### config.mk
export PLATFORM = sky130hd
export DESIGN_NAME = stib_ram
export DESIGN_NICKNAME = d
export VERILOG_FILES = /design/src/hw/rtl/sorted_tlb_invalidation_batcher_assert.svh /design/src/hw/rtl/stib_ram.sv
export SDC_FILE = /design/constraint.sdc
export NUM_CORES = 1
export LEC_CHECK = 0
export ABC_AREA = 1
export BUFFER_PORTS_ARGS = -buffer_cell sky130_fd_sc_hd__buf_2
export CAP_MARGIN = 30
export CORE_MARGIN = 1.5
export CORE_UTILIZATION = 35
export DETAILED_ROUTE_END_ITERATION = 12
export GPL_ROUTABILITY_DRIVEN = 0
export PLACE_DENSITY_LB_ADDON = 0.2
export SLEW_MARGIN = 20
export SYNTH_ARGS = -nofsm -noshare
export SYNTH_HDL_FRONTEND = slang
export SYNTH_SLANG_ARGS = --single-unit
### constraint.sdc
create_clock -name clk -period 2.4 [get_ports clk]
set_input_delay 0.48 -clock clk [delete_from_list [all_inputs] [get_ports clk]]
set_output_delay 0.48 -clock clk [all_outputs]
set_load 0.01 [all_outputs]
### src/hw/rtl/sorted_tlb_invalidation_batcher_assert.svh
// Assertion macros shared by the invalidation batcher RTL.
// Expects signals named clk and rst_n in the including module.
`ifndef SORTED_TLB_INVALIDATION_BATCHER_ASSERT_SVH
`define SORTED_TLB_INVALIDATION_BATCHER_ASSERT_SVH

// Same-cycle implication, disabled while reset is asserted.
`define STIB_ASSERT_IMPL(label, ante, cons) \
    label: assert property (@(posedge clk) disable iff (!rst_n) (ante) |-> (cons)) \
        else $error("stib: same-cycle check failed");

// Next-cycle implication, disabled while reset is asserted.
`define STIB_ASSERT_NEXT(label, ante, cons) \
    label: assert property (@(posedge clk) disable iff (!rst_n) (ante) |=> (cons)) \
        else $error("stib: next-cycle check failed");

`endif

### src/hw/rtl/stib_ram.sv
// Generic single-write, single-read RAM with a registered read port.
// No dependencies.
module stib_ram #(
    parameter int WIDTH = 8,
    parameter int DEPTH = 16
) (
    input  logic                                      clk,
    input  logic                                      we,
    input  logic [((DEPTH > 1) ? $clog2(DEPTH) : 1)-1:0] waddr,
    input  logic [WIDTH-1:0]                          wdata,
    input  logic                                      re,
    input  logic [((DEPTH > 1) ? $clog2(DEPTH) : 1)-1:0] raddr,
    output logic [WIDTH-1:0]                          rdata
);

    logic [WIDTH-1:0] mem_reg [DEPTH];
    logic [WIDTH-1:0] rdata_reg;

    always_ff @(posedge clk)
    begin
        if (we)
        begin
            mem_reg[waddr] <= wdata;
        end
        if (re)
        begin
            rdata_reg <= mem_reg[raddr];
        end
    end

    assign rdata = rdata_reg;

endmodule

After elaboration in Yosys (flattened, before gate mapping) --
Memory sizes are Yosys's and may differ from the RTL's. A register that Yosys moved wholly into a read port is not among the register bits. Cells that the tools add are included.
Operators by class: multiplexer cells 2
Operators by type and width (number):
- 1-bit 2-to-1 mux | 2
Storage, ports and cells: bits in registers 0, RAM bits 128, output and inout port bits 8, logic and storage cells 3, memories 1
Memory list:
- mem_reg | words 16, bits a word 8, read ports 1, clocked after Yosys merged registers in 1, write ports 1, RTL line stib_ram.sv:16 | logic [WIDTH-1:0] mem_reg [DEPTH];

Logic depth before layout (Yosys ltp) --
Gate-level depths: netlist of run 1.
word-level depth 2, depth in mapped cells 8, gate-level depth less buffers 7

Worst setup path before layout of run 1 --
Ideal clock, no wire load.
kind input to register, from input waddr[2] (netlist bit), to memory mem_reg[10][0] (enable), setup time 0.370 ns, arrival 1.061 ns, required time 2.030 ns, setup slack 0.969 ns, stages 2, buffers on the path 0, cell sequence nand3b_1 -> nor2_1
RTL lines:
- start, declared | RTL line stib_ram.sv:9 | input logic [((DEPTH > 1) ? $clog2(DEPTH) : 1)-1:0] waddr,
- end, declared | RTL line stib_ram.sv:16
Straight into the memory's write port.

Worst setup path in the final report of run 1 --
from input waddr[2] (netlist bit), to memory mem_reg[10][7] (enable)
Straight into the memory's write port.

==> results of run 1 <==
==> how the worst max path moves through the flow <==
stage               slack [ns]                       end      from  depth (start not counted)
floorplan                 0.97  mem_reg[10][0]$_DFFE_PP_  waddr[2]                          2
global placement          0.43  mem_reg[10][5]$_DFFE_PP_  waddr[2]                          3
detailed placement        0.44  mem_reg[11][5]$_DFFE_PP_  waddr[2]                          3
CTS                       0.83  mem_reg[11][0]$_DFFE_PP_  waddr[2]                          3
global route              0.82  mem_reg[11][3]$_DFFE_PP_  waddr[2]                          3
finish                    0.87  mem_reg[10][7]$_DFFE_PP_  waddr[2]                          3
==> per-stage QoR <==
step	power [mW]	cell area [sq um]	worst slack, ns	hold WS (ns)	util
3_5_place_dp	3.071	6206	0.4375	0.7299	0.3769
4_1_cts	5.686	6798	0.8260	0.4115	0.4128
3_3_place_gp	3.073	6206	0.4257	0.7344	0.3769
6_report	5.659	6798	0.8723	0.4241	0.4128
5_1_grt	5.815	6798	0.8186	0.4166	0.4128
2_1_floorplan	2.931	5847	0.9692	0.5789	-
==> kinds of logic after synthesis <==
logic type,count (synthesis)
buffers and inverters,126
DFF,136
and+or+nand+nor,289
==> cell type report <==
class | instances | area [sq um]
timing repair buffer | 42 | 250.2
inverter | 102 | 382.9
tap | 220 | 275.3
multi-input combinational | 289 | 1214
sequential | 136 | 4084
clock inverter | 13 | 158.9
fill | 1621 | 9668
clock buffer | 19 | 432.9
==> power breakdown <==
| group | switching, mW | internal, mW | total [mW] | leakage, nW |
|---|---|---|---|---|
| Combinational | 0.237 | 0.0897 | 0.327 | 1.38 |
| Clock | 0.928 | 1.71 | 2.64 | 0.292 |
| Sequential | 0.0160 | 2.68 | 2.69 | 1.24 |
| Total | 1.18 | 4.48 | 5.66 | 2.90 |
==> per-layer routing <==
metal,track usage,share of wire
met1,0.2226,0.47
met2,0.2673,0.47
met3,0.04037,0.039
met4,0.07570,0.022
met5,0,0
==> cells in the final DEF (no fill, tap or decap) <==
cell type	netlist	layout
clkbuf_16	0	17
clkinv_1	0	5
inv_1	100	100
buf_4	4	16
nor2_1	17	17
nand3_1	97	97
clkbuf_1	0	2
buf_2	13	26
nand2_1	173	173
clkinv_2	0	4
inv_2	2	2
bufinv_16	0	4
nand3b_1	2	2
edfxtp_1	136	136
==> synthesized netlist by cell type <==
master,instances,area [sq um]
buf_1,1,3.750
buf_2,13,65.06
buf_4,4,30.03
buf_6,6,67.56
edfxtp_1,136,4084
inv_1,100,375.4
inv_2,2,7.510
nand2_1,173,649.4
nand3_1,97,485.5
nand3b_1,2,15.01
nor2_1,17,63.81
==> critical path: stages <==
cell and delay (ns):
buf_2 0.12, nand3b_1 0.26, nor2_1 0.70
==> out/summary.txt, run 1 <==
R2R setup slack -> 1.17 ns
Setup Fix Bufs, Post-CTS -> 0
VDD IR max -> 0.0004089 V
Layout Cells excl Fill -> 821
final worst-path cycle share -> 0.6366
main combinational cell family by area after synthesis -> simple AND/OR/NAND/NOR gates
Mapped Cells -> 551
gr usage total -> 0.1692
H-tree depth -> 4
CP arrival -> 1.57 ns
first-pass GRT wire length -> 21,540 microns
Hold EP -> rdata[2]$_DFFE_PP_
Reg2Reg Depth -> 6
required time of the critical path -> 2.44 ns
placed insts -> 789
Area Overhead vs Synth -> 16.26%
Syn Area/Cell -> 10.61 sq um
Worst-path clk slew -> 0.06 ns
#FFs+latches synth -> 136
Synthesized Nets -> 570
Synth cell types -> 11
initial drt markers -> 427
hold buffers post-CTS -> 0
register area share after synthesis -> 0.6985
r2r endpoint -> rdata[4]$_DFFE_PP_
post-synthesis xor/xnor area fraction -> 0
Clock Latency Late Sink -> 0.41 ns
post-synthesis simple-gate area fraction -> 0.2076
Initial Util -> 0.3551
Max Slew Vio Count -> 0
worst r2r src -> mem_reg[5][4]$_DFFE_PP_
cts repair resizes -> 0
DR DRC count -> 0
setup TNS -> 0 ns
CP Capture Type -> register
hold path depth -> 1
floorplan row count -> 47
HPWL Detailed -> 8799 microns
Hold Path Class -> in2reg
Die Y-Extent -> 132.3 microns
vias per cell -> 4.657
clk_skew -> 0.004369 ns
ANT nets after route -> 0
CTS buffer count -> 17
IO Port Bufs -> 26
Nets -> 607
drt wl/cell -> 17.04 microns
initial antenna violation count -> 0
die width -> 132.3 microns
Hold Fails Final Rpt -> 0
Finish-stage setup viols -> 0
Worst-Margin Slew -> 0.8628 ns
Largest register FFs -> 128
Static Leak -> 2.904 nW
CP max FO -> 8
Pre-antenna DRT Iters -> 4
Post-Synthesis Cell Area -> 5847 sq um
Max Cap Violations -> 0
Total Wirelength -> 13,990 microns
clock root buffer master -> clkbuf_16
Setup crit start kind -> input pin
TritonCTS clock tree -> yes
GR Overflow Total -> 0
hold_sp -> re
Compound-Gate Fraction of Synth Area -> 0
I/O pin total -> 27
die area -> 17,490 sq um
post-synthesis adder-cell area fraction -> 0
CTS Buffer Depth -> 2
number of global-route vias before repair -> 3,766
status -> finished, final reports clean
mux cell area share after synthesis -> 0
ant diodes -> 0
post-route minimum period -> 1.528 ns
Cell Pwr Density -> 832.4 nW/um^2
relative slew slack -> 0.4227
RSZ-0062 raised after global routing -> false
Core Area -> 16,470 sq um
yosys warns -> 0
layout cells sized above 1 -> 0.1148
WS Path Type -> in2reg
largest net degree at the start of global routing -> 34
fmax -> 654.6 MHz
via count -> 3,823
CTS Sinks -> 136
No activity file was read; power rests on OpenSTA's default activity.
==> inputs of run 2 (changes only) <==
Settings changed: ABC_AREA 1 to 0.
Clock period 2.4 ns to 1.35 ns, I/O delays scaled along.
==> out/summary.txt, run 2 <==
Largest register FFs -> 128 (unchanged)
Synth top cells by count -> edfxtp_1, mux4_2, a22oi_1, mux4_1, nor2_1 (was nand2_1, edfxtp_1, inv_1, nand3_1, nor2_1)
Synth async-reset ratio -> 0 (unchanged)
Worst-Margin Slew -> 0.9152 ns (was 0.8628 ns)
r2r endpoint -> rdata[5]$_DFFE_PP_ (was rdata[4]$_DFFE_PP_)
largest net degree at the start of global routing -> 20 (was 34)
Nets -> 313 (was 607)
Pre-antenna DRT Iters -> 4 (unchanged)
main area contributors after synthesis -> edfxtp_1, mux4_2, mux4_1, a22oi_1, nor2_1 (was edfxtp_1, nand2_1, nand3_1, inv_1, buf_6)
Area Overhead vs Synth -> 21.37% (was 16.26%)
vias per cell -> 5.057 (was 4.657)
Max Cap Violations -> 0 (unchanged)
hold_sp -> re (unchanged)
final worst-path cycle share -> 1.043
layout cells sized above 1 -> 0.4211 (was 0.1148)
yosys warns -> 0 (unchanged)
met3 GRT Util -> 0.04493 (was 0.04037)
Initial Util -> 0.3597 (was 0.3551)
Design Area, Final -> 6345 sq um (was 6798 sq um)
Post-synth EDFFs -> 136 (unchanged)
clk_skew -> 0.006632 ns (was 0.004369 ns)
hold path depth -> 1 (unchanged)
ant diodes -> 0 (unchanged)
Cell Pwr Density -> 1431 nW/um^2 (was 832.4 nW/um^2)
initial drt markers -> 247 (was 427)
Hold Fails Final Rpt -> 0 (unchanged)
Hold Path Class -> in2reg (unchanged)
Util after Layout -> 0.4366 (was 0.4128)
Clock Latency Late Sink -> 0.41 ns (about the same)
worst r2r src -> mem_reg[1][5]$_DFFE_PP_ (was mem_reg[5][4]$_DFFE_PP_)
GR Overflow Total -> 0 (unchanged)
Hold EP -> rdata[0]$_DFFE_PP_ (was rdata[2]$_DFFE_PP_)
Core Area -> 14,530 sq um (was 16,470 sq um)
die width -> 125.2 microns (was 132.3 microns)
Finish-stage setup viols -> 7 (was 0)
most frequent cells in the layout -> edfxtp_1, mux4_2, buf_2 (was nand2_1, edfxtp_1, inv_1)
RSZ-0062 raised after global routing -> true (was false)
HPWL Detailed -> 6885 microns (was 8799 microns)
IO Port Bufs -> 26 (unchanged)
ANT nets after route -> 0 (unchanged)
Synthesized Nets -> 248 (was 570)
violated checks -> negative setup slack
hold buffers post-CTS -> 0 (unchanged)
most numerous cell in the Yosys netlist -> edfxtp_1 (was nand2_1)
first-pass GRT wire length -> 16,340 microns (was 21,540 microns)
gr usage total -> 0.1449 (was 0.1692)
CP max FO -> 1 (was 8)
VDD IR max -> 0.0008603 V (was 0.0004089 V)
Worst-path clk slew -> 0.05 ns (was 0.06 ns)
GRT Max-Usage Layer -> met2 (unchanged)
CTS Buffer Depth -> 2 (unchanged)
worst slack at placement -> -0.4842 ns (was 0.4375 ns)
die area -> 15,680 sq um (was 17,490 sq um)
Synth top area share -> 0.7812 (was 0.6985)
fin worst setup slack -> -0.05790 ns (was 0.8723 ns)
floorplan row count -> 44 (was 47)
I/O pin total -> 27 (unchanged)
number of global-route vias before repair -> 2,620 (was 3,766)
Mapped Cells -> 229 (was 551)
Area after DPL -> 5822 sq um (was 6206 sq um)
commonest non-fill, non-tap cell in the layout -> edfxtp_1 (was nand2_1)
status -> finished with violations (was finished, final reports clean)
CTS buffer count -> 17 (unchanged)
M1 GR Usage -> 0.2004 (was 0.2226)
H-tree depth -> 4 (unchanged)
hold_ws -> 0.2248 ns (was 0.4241 ns)
relative slew slack -> 0.3876 (was 0.4227)
Syn Area/Cell -> 22.83 sq um (was 10.61 sq um)
CTS Sinks -> 136 (unchanged)
drt wl/cell -> 21.58 microns (was 17.04 microns)
clock root buffer master -> clkbuf_16 (unchanged)
M2 GR Usage -> 0.2215 (was 0.2673)
ys flop type -> edfxtp_1 (unchanged)
Synth area leader -> edfxtp_1 (unchanged)
Synth cell types -> 18 (was 11)
Setup crit start kind -> register (was input pin)
fmax -> 710.3 MHz
TritonCTS clock tree -> yes (unchanged)
R2R setup slack -> -0.06 ns (was 1.17 ns)
Static Leak -> 2.077 nW (was 2.904 nW)
required time of the critical path -> 1.50 ns (was 2.44 ns)
WS Path Type -> reg2reg (was in2reg)
Max Slew Vio Count -> 0 (unchanged)
initial antenna violation count -> 0 (unchanged)
setup TNS -> -0.1694 ns (was 0 ns)
register area share after synthesis -> 0.7812 (was 0.6985)
total power -> 9.079 mW (was 5.659 mW)
Total Wirelength -> 10,530 microns (was 13,990 microns)
via count -> 2,468 (was 3,823)
placed insts -> 460 (was 789)
Layout Cells excl Fill -> 488 (was 821)
Reg2Reg Depth -> 3 (was 6)
Die Y-Extent -> 125.2 microns (was 132.3 microns)
#FFs+latches synth -> 136 (unchanged)
CP Capture Type -> register (unchanged)
Post-Synthesis Cell Area -> 5228 sq um (was 5847 sq um)
Setup Fix Bufs, Post-CTS -> 0 (unchanged)
post-route minimum period -> 1.408 ns
DR DRC count -> 0 (unchanged)
CP arrival -> 1.56 ns (was 1.57 ns)
==> run 2: cell types whose count changed after synthesis, sizes merged, moves of 16 or more <==
cell / before / now
nand2: 173 / 9
inv: 102 / 0
nand3: 97 / 1
mux4: 0 / 32
buf: 24 / 7
a22oi: 0 / 16
==> run 2: report_power, final <==
| group | internal, mW | leakage (nW) | switching [mW] |
|---|---|---|---|
| Combinational | 0.237 | 0.612 | 0.292 |
| Clock | 2.27 | 0.230 | 1.49 |
| Sequential | 4.76 | 1.24 | 0.0231 |
| Total | 7.27 | 2.08 | 1.81 |
==> run 2: critical path, cell delays in order, from the launching register on <==
cell and delay [ns]:
edfxtp_1 0.38, mux4_2 0.47, a22oi_2 0.22, nand2_1 0.09
==> run 2: layout make-up <==
| class | instances | area (sq um) |
|---|---|---|
| clock inverters | 7 | 32.53 |
| flip-flops and latches | 136 | 4084 |
| fillers | 1279 | 8189 |
| repair buffers | 56 | 455.4 |
| multi-input cells | 83 | 1099 |
| clock buffers | 22 | 444.2 |
| well taps | 184 | 230.2 |
==> run 2: layer usage <==
| metal | wire length, microns | share of wire | up-vias |
|---|---|---|---|
| met5 | 0 | 0 | - |
| met4 | 79 | 0.0075 | 0 |
| met3 | 580 | 0.055 | 7 |
| met2 | 5042 | 0.48 | 65 |
| met1 | 4827 | 0.46 | 1302 |
| li1 | - | - | 1094 |
==> run 2: repair_timing <==
action                                  4_1_cts  5_1_grt
endpoints found under the setup margin        8        8
resized for setup                             6        7
pin swaps                                     0        4
==> run 2: how the worst max path moves through the flow <==
stage / endpoint / from / slack (ns) / cells past startpoint
global placement: rdata[1]$_DFFE_PP_ / raddr[0] / -0.49 / 5
detailed placement: rdata[5]$_DFFE_PP_ / raddr[0] / -0.48 / 5
CTS: rdata[0]$_DFFE_PP_ / mem_reg[11][0]$_DFFE_PP_ / -0.10 / 4
finish: rdata[5]$_DFFE_PP_ / mem_reg[1][5]$_DFFE_PP_ / -0.06 / 3
global route: rdata[6]$_DFFE_PP_ / mem_reg[10][6]$_DFFE_PP_ / -0.09 / 3
floorplan: rdata[1]$_DFFE_PP_ / raddr[0] / -0.12 / 5
==> run 2: cells by family after synthesis <==
group,count (synthesis),synth area share
and+or+nand+nor,35,0.03136
DFF,136,0.7812
AOI/OAI and AO/OA,16,0.02298
muxes,32,0.1479
buffers and inverters,10,0.01651
==> inputs of run 3 (changes only) <==
Settings changed: ABC_AREA 0 to 1, PLACE_DENSITY_LB_ADDON 0.2 to unset.
==> out/summary.txt, run 3 (synthesis gave the netlist of run 1 again) <==
Slowest-stage cell, CP -> edfxtp_1 (was mux4_2)
clock root buffer master -> clkbuf_16 (unchanged)
initial antenna violation count -> 0 (unchanged)
floorplan row count -> 47 (was 44)
M1 GR Usage -> 0.2236 (was 0.2004)
Hold Fails Final Rpt -> 0 (unchanged)
Initial Util -> 0.3551 (was 0.3597)
ant diodes -> 0 (unchanged)
M2 GR Usage -> 0.2484 (was 0.2215)
status -> finished, final reports clean (was finished with violations)
Worst-Margin Slew -> 0.5754 ns (was 0.9152 ns)
Reg2Reg Depth -> 6 (was 3)
Design Area, Final -> 6813 sq um (was 6345 sq um)
drt wl/cell -> 16.28 microns (was 21.58 microns)
hold buffers post-CTS -> 0 (unchanged)
largest net degree at the start of global routing -> 65 (was 20)
layout cells sized above 1 -> 0.1188 (was 0.4211)
Pre-antenna DRT Iters -> 5 (was 4)
Setup Fix Bufs, Post-CTS -> 0 (unchanged)
Buffers & Inverters on Critical Path -> 1 (was 0)
gr usage total -> 0.1643 (was 0.1449)
post-route minimum period -> 1.245 ns (was 1.408 ns)
Area Overhead vs Synth -> 16.52% (was 21.37%)
Hold EP -> rdata[2]$_DFFE_PP_ (was rdata[0]$_DFFE_PP_)
commonest non-fill, non-tap cell in the layout -> nand2_1 (was edfxtp_1)
R2R setup slack -> 0.16 ns (was -0.06 ns)
DR DRC count -> 0 (unchanged)
number of global-route vias before repair -> 3,829 (was 2,620)
Cell Pwr Density -> 1377 nW/um^2 (was 1431 nW/um^2)
Static Leak -> 2.915 nW (was 2.077 nW)
CP Cell Sequence -> buf_2 (was mux4_2, a22oi_2, nand2_1)
cts repair resizes -> 0 (was 6)
Nets -> 614 (was 313)
Clock Latency Late Sink -> 0.41 ns (about the same)
via count -> 3,885 (was 2,468)
Die Y-Extent -> 132.3 microns (was 125.2 microns)
H-tree depth -> 4 (unchanged)
CTS Buffer Depth -> 2 (unchanged)
hold_ws -> 0.2239 ns (was 0.2248 ns)
relative slew slack -> 0.6158 (was 0.3876)
vias per cell -> 4.703 (was 5.057)
TritonCTS clock tree -> yes (unchanged)
HPWL Detailed -> 8682 microns (was 6885 microns)
Max Cap Violations -> 0 (unchanged)
worst r2r src -> mem_reg[4][0]$_DFFE_PP_ (was mem_reg[1][5]$_DFFE_PP_)
Worst-path clk slew -> 0.05 ns (about the same)
Top delay family on crit path -> flip-flops (was multiplexers)
initial drt markers -> 381 (was 247)
r2r endpoint -> rdata[0]$_DFFE_PP_ (was rdata[5]$_DFFE_PP_)
Area after DPL -> 6309 sq um (was 5822 sq um)
CP peak stage delay -> 0.40 ns (was 0.47 ns)
GR Overflow Total -> 0 (unchanged)
IO Port Bufs -> 26 (unchanged)
required time of the critical path -> 1.08 ns (was 1.50 ns)
VDD IR max -> 0.0008814 V (was 0.0008603 V)
Max Slew Vio Count -> 0 (unchanged)
Finish-stage setup viols -> 0 (was 7)
hold_sp -> re (unchanged)
CP Capture Type -> output port (was register)
fmax -> 803.1 MHz (was 710.3 MHz)
CTS buffer count -> 17 (unchanged)
placed insts -> 796 (was 460)
Core Area -> 16,470 sq um (was 14,530 sq um)
hold path depth -> 1 (unchanged)
ANT nets after route -> 0 (unchanged)
die area -> 17,490 sq um (was 15,680 sq um)
Setup crit start kind -> register (unchanged)
clk_skew -> 0.006897 ns (was 0.006632 ns)
Layout Cells excl Fill -> 826 (was 488)
CTS Sinks -> 136 (unchanged)
GRT Max-Usage Layer -> met2 (unchanged)
CP arrival -> 0.98 ns (was 1.56 ns)
die width -> 132.3 microns (was 125.2 microns)
Total Wirelength -> 13,450 microns (was 10,530 microns)
WS Path Type -> reg2out (was reg2reg)
CP max FO -> 1 (unchanged)
final worst-path cycle share -> 0.9223 (was 1.043)
met3 GRT Util -> 0.04691 (was 0.04493)
Largest register FFs -> 128 (unchanged)
Hold Path Class -> in2reg (unchanged)
setup TNS -> 0 ns (was -0.1694 ns)
most frequent cells in the layout -> nand2_1, edfxtp_1, inv_1 (was edfxtp_1, mux4_2, buf_2)
RSZ-0062 raised after global routing -> false (was true)
first-pass GRT wire length -> 21,050 microns (was 16,340 microns)
I/O pin total -> 27 (unchanged)
[run 3: worst max-delay path by stage]
| stage | slack (ns) | start | cells after the start | end |
|---|---|---|---|---|
| after floorplan | 0.13 | waddr[2] | 2 | mem_reg[10][0]$_DFFE_PP_ |
| after global placement | -0.18 | raddr[1] | 6 | rdata[0]$_DFFE_PP_ |
| after detailed placement | -0.17 | raddr[0] | 7 | rdata[0]$_DFFE_PP_ |
| after CTS | 0.08 | rdata[1]$_DFFE_PP_ | 1 | rdata[1] |
| after global routing | 0.07 | rdata[5]$_DFFE_PP_ | 1 | rdata[5] |
| final | 0.10 | rdata[1]$_DFFE_PP_ | 1 | rdata[1] |
[run 3: layout make-up]
| class | instances | area [sq um] |
|---|---|---|
| Multi-Input combinational cell | 289 | 1214 |
| Tap cell | 220 | 275.3 |
| Fill cell | 1574 | 9653 |
| Inverter | 102 | 382.9 |
| Sequential cell | 136 | 4084 |
| Clock buffer | 24 | 451.7 |
| Clock inverter | 6 | 52.55 |
| Timing Repair Buffer | 49 | 352.8 |
[run 3: metal layers]
metal	share of wire	wire, microns
met5	0	0
met4	0.020	265
met3	0.077	1038
met2	0.46	6191
met1	0.44	5953
[run 3: power breakdown]
group / switching, mW / internal (mW) / total [mW]
Combinational: 0.421 / 0.180 / 0.601
Sequential: 0.0260 / 4.76 / 4.79
Clock: 1.51 / 2.48 / 3.99
Total: 1.96 / 7.42 / 9.38
[run 3: stage by stage]
| stage | setup slack (ns) | power, mW | util |
|---|---|---|---|
| 2_1_floorplan | 0.1292 | 5.210 | - |
| 3_3_place_gp | -0.1756 | 5.467 | 0.3831 |
| 3_5_place_dp | -0.1685 | 5.478 | 0.3831 |
| 4_1_cts | 0.08414 | 9.470 | 0.4138 |
| 5_1_grt | 0.06862 | 9.712 | 0.4138 |
| 6_report | 0.1049 | 9.384 | 0.4138 |
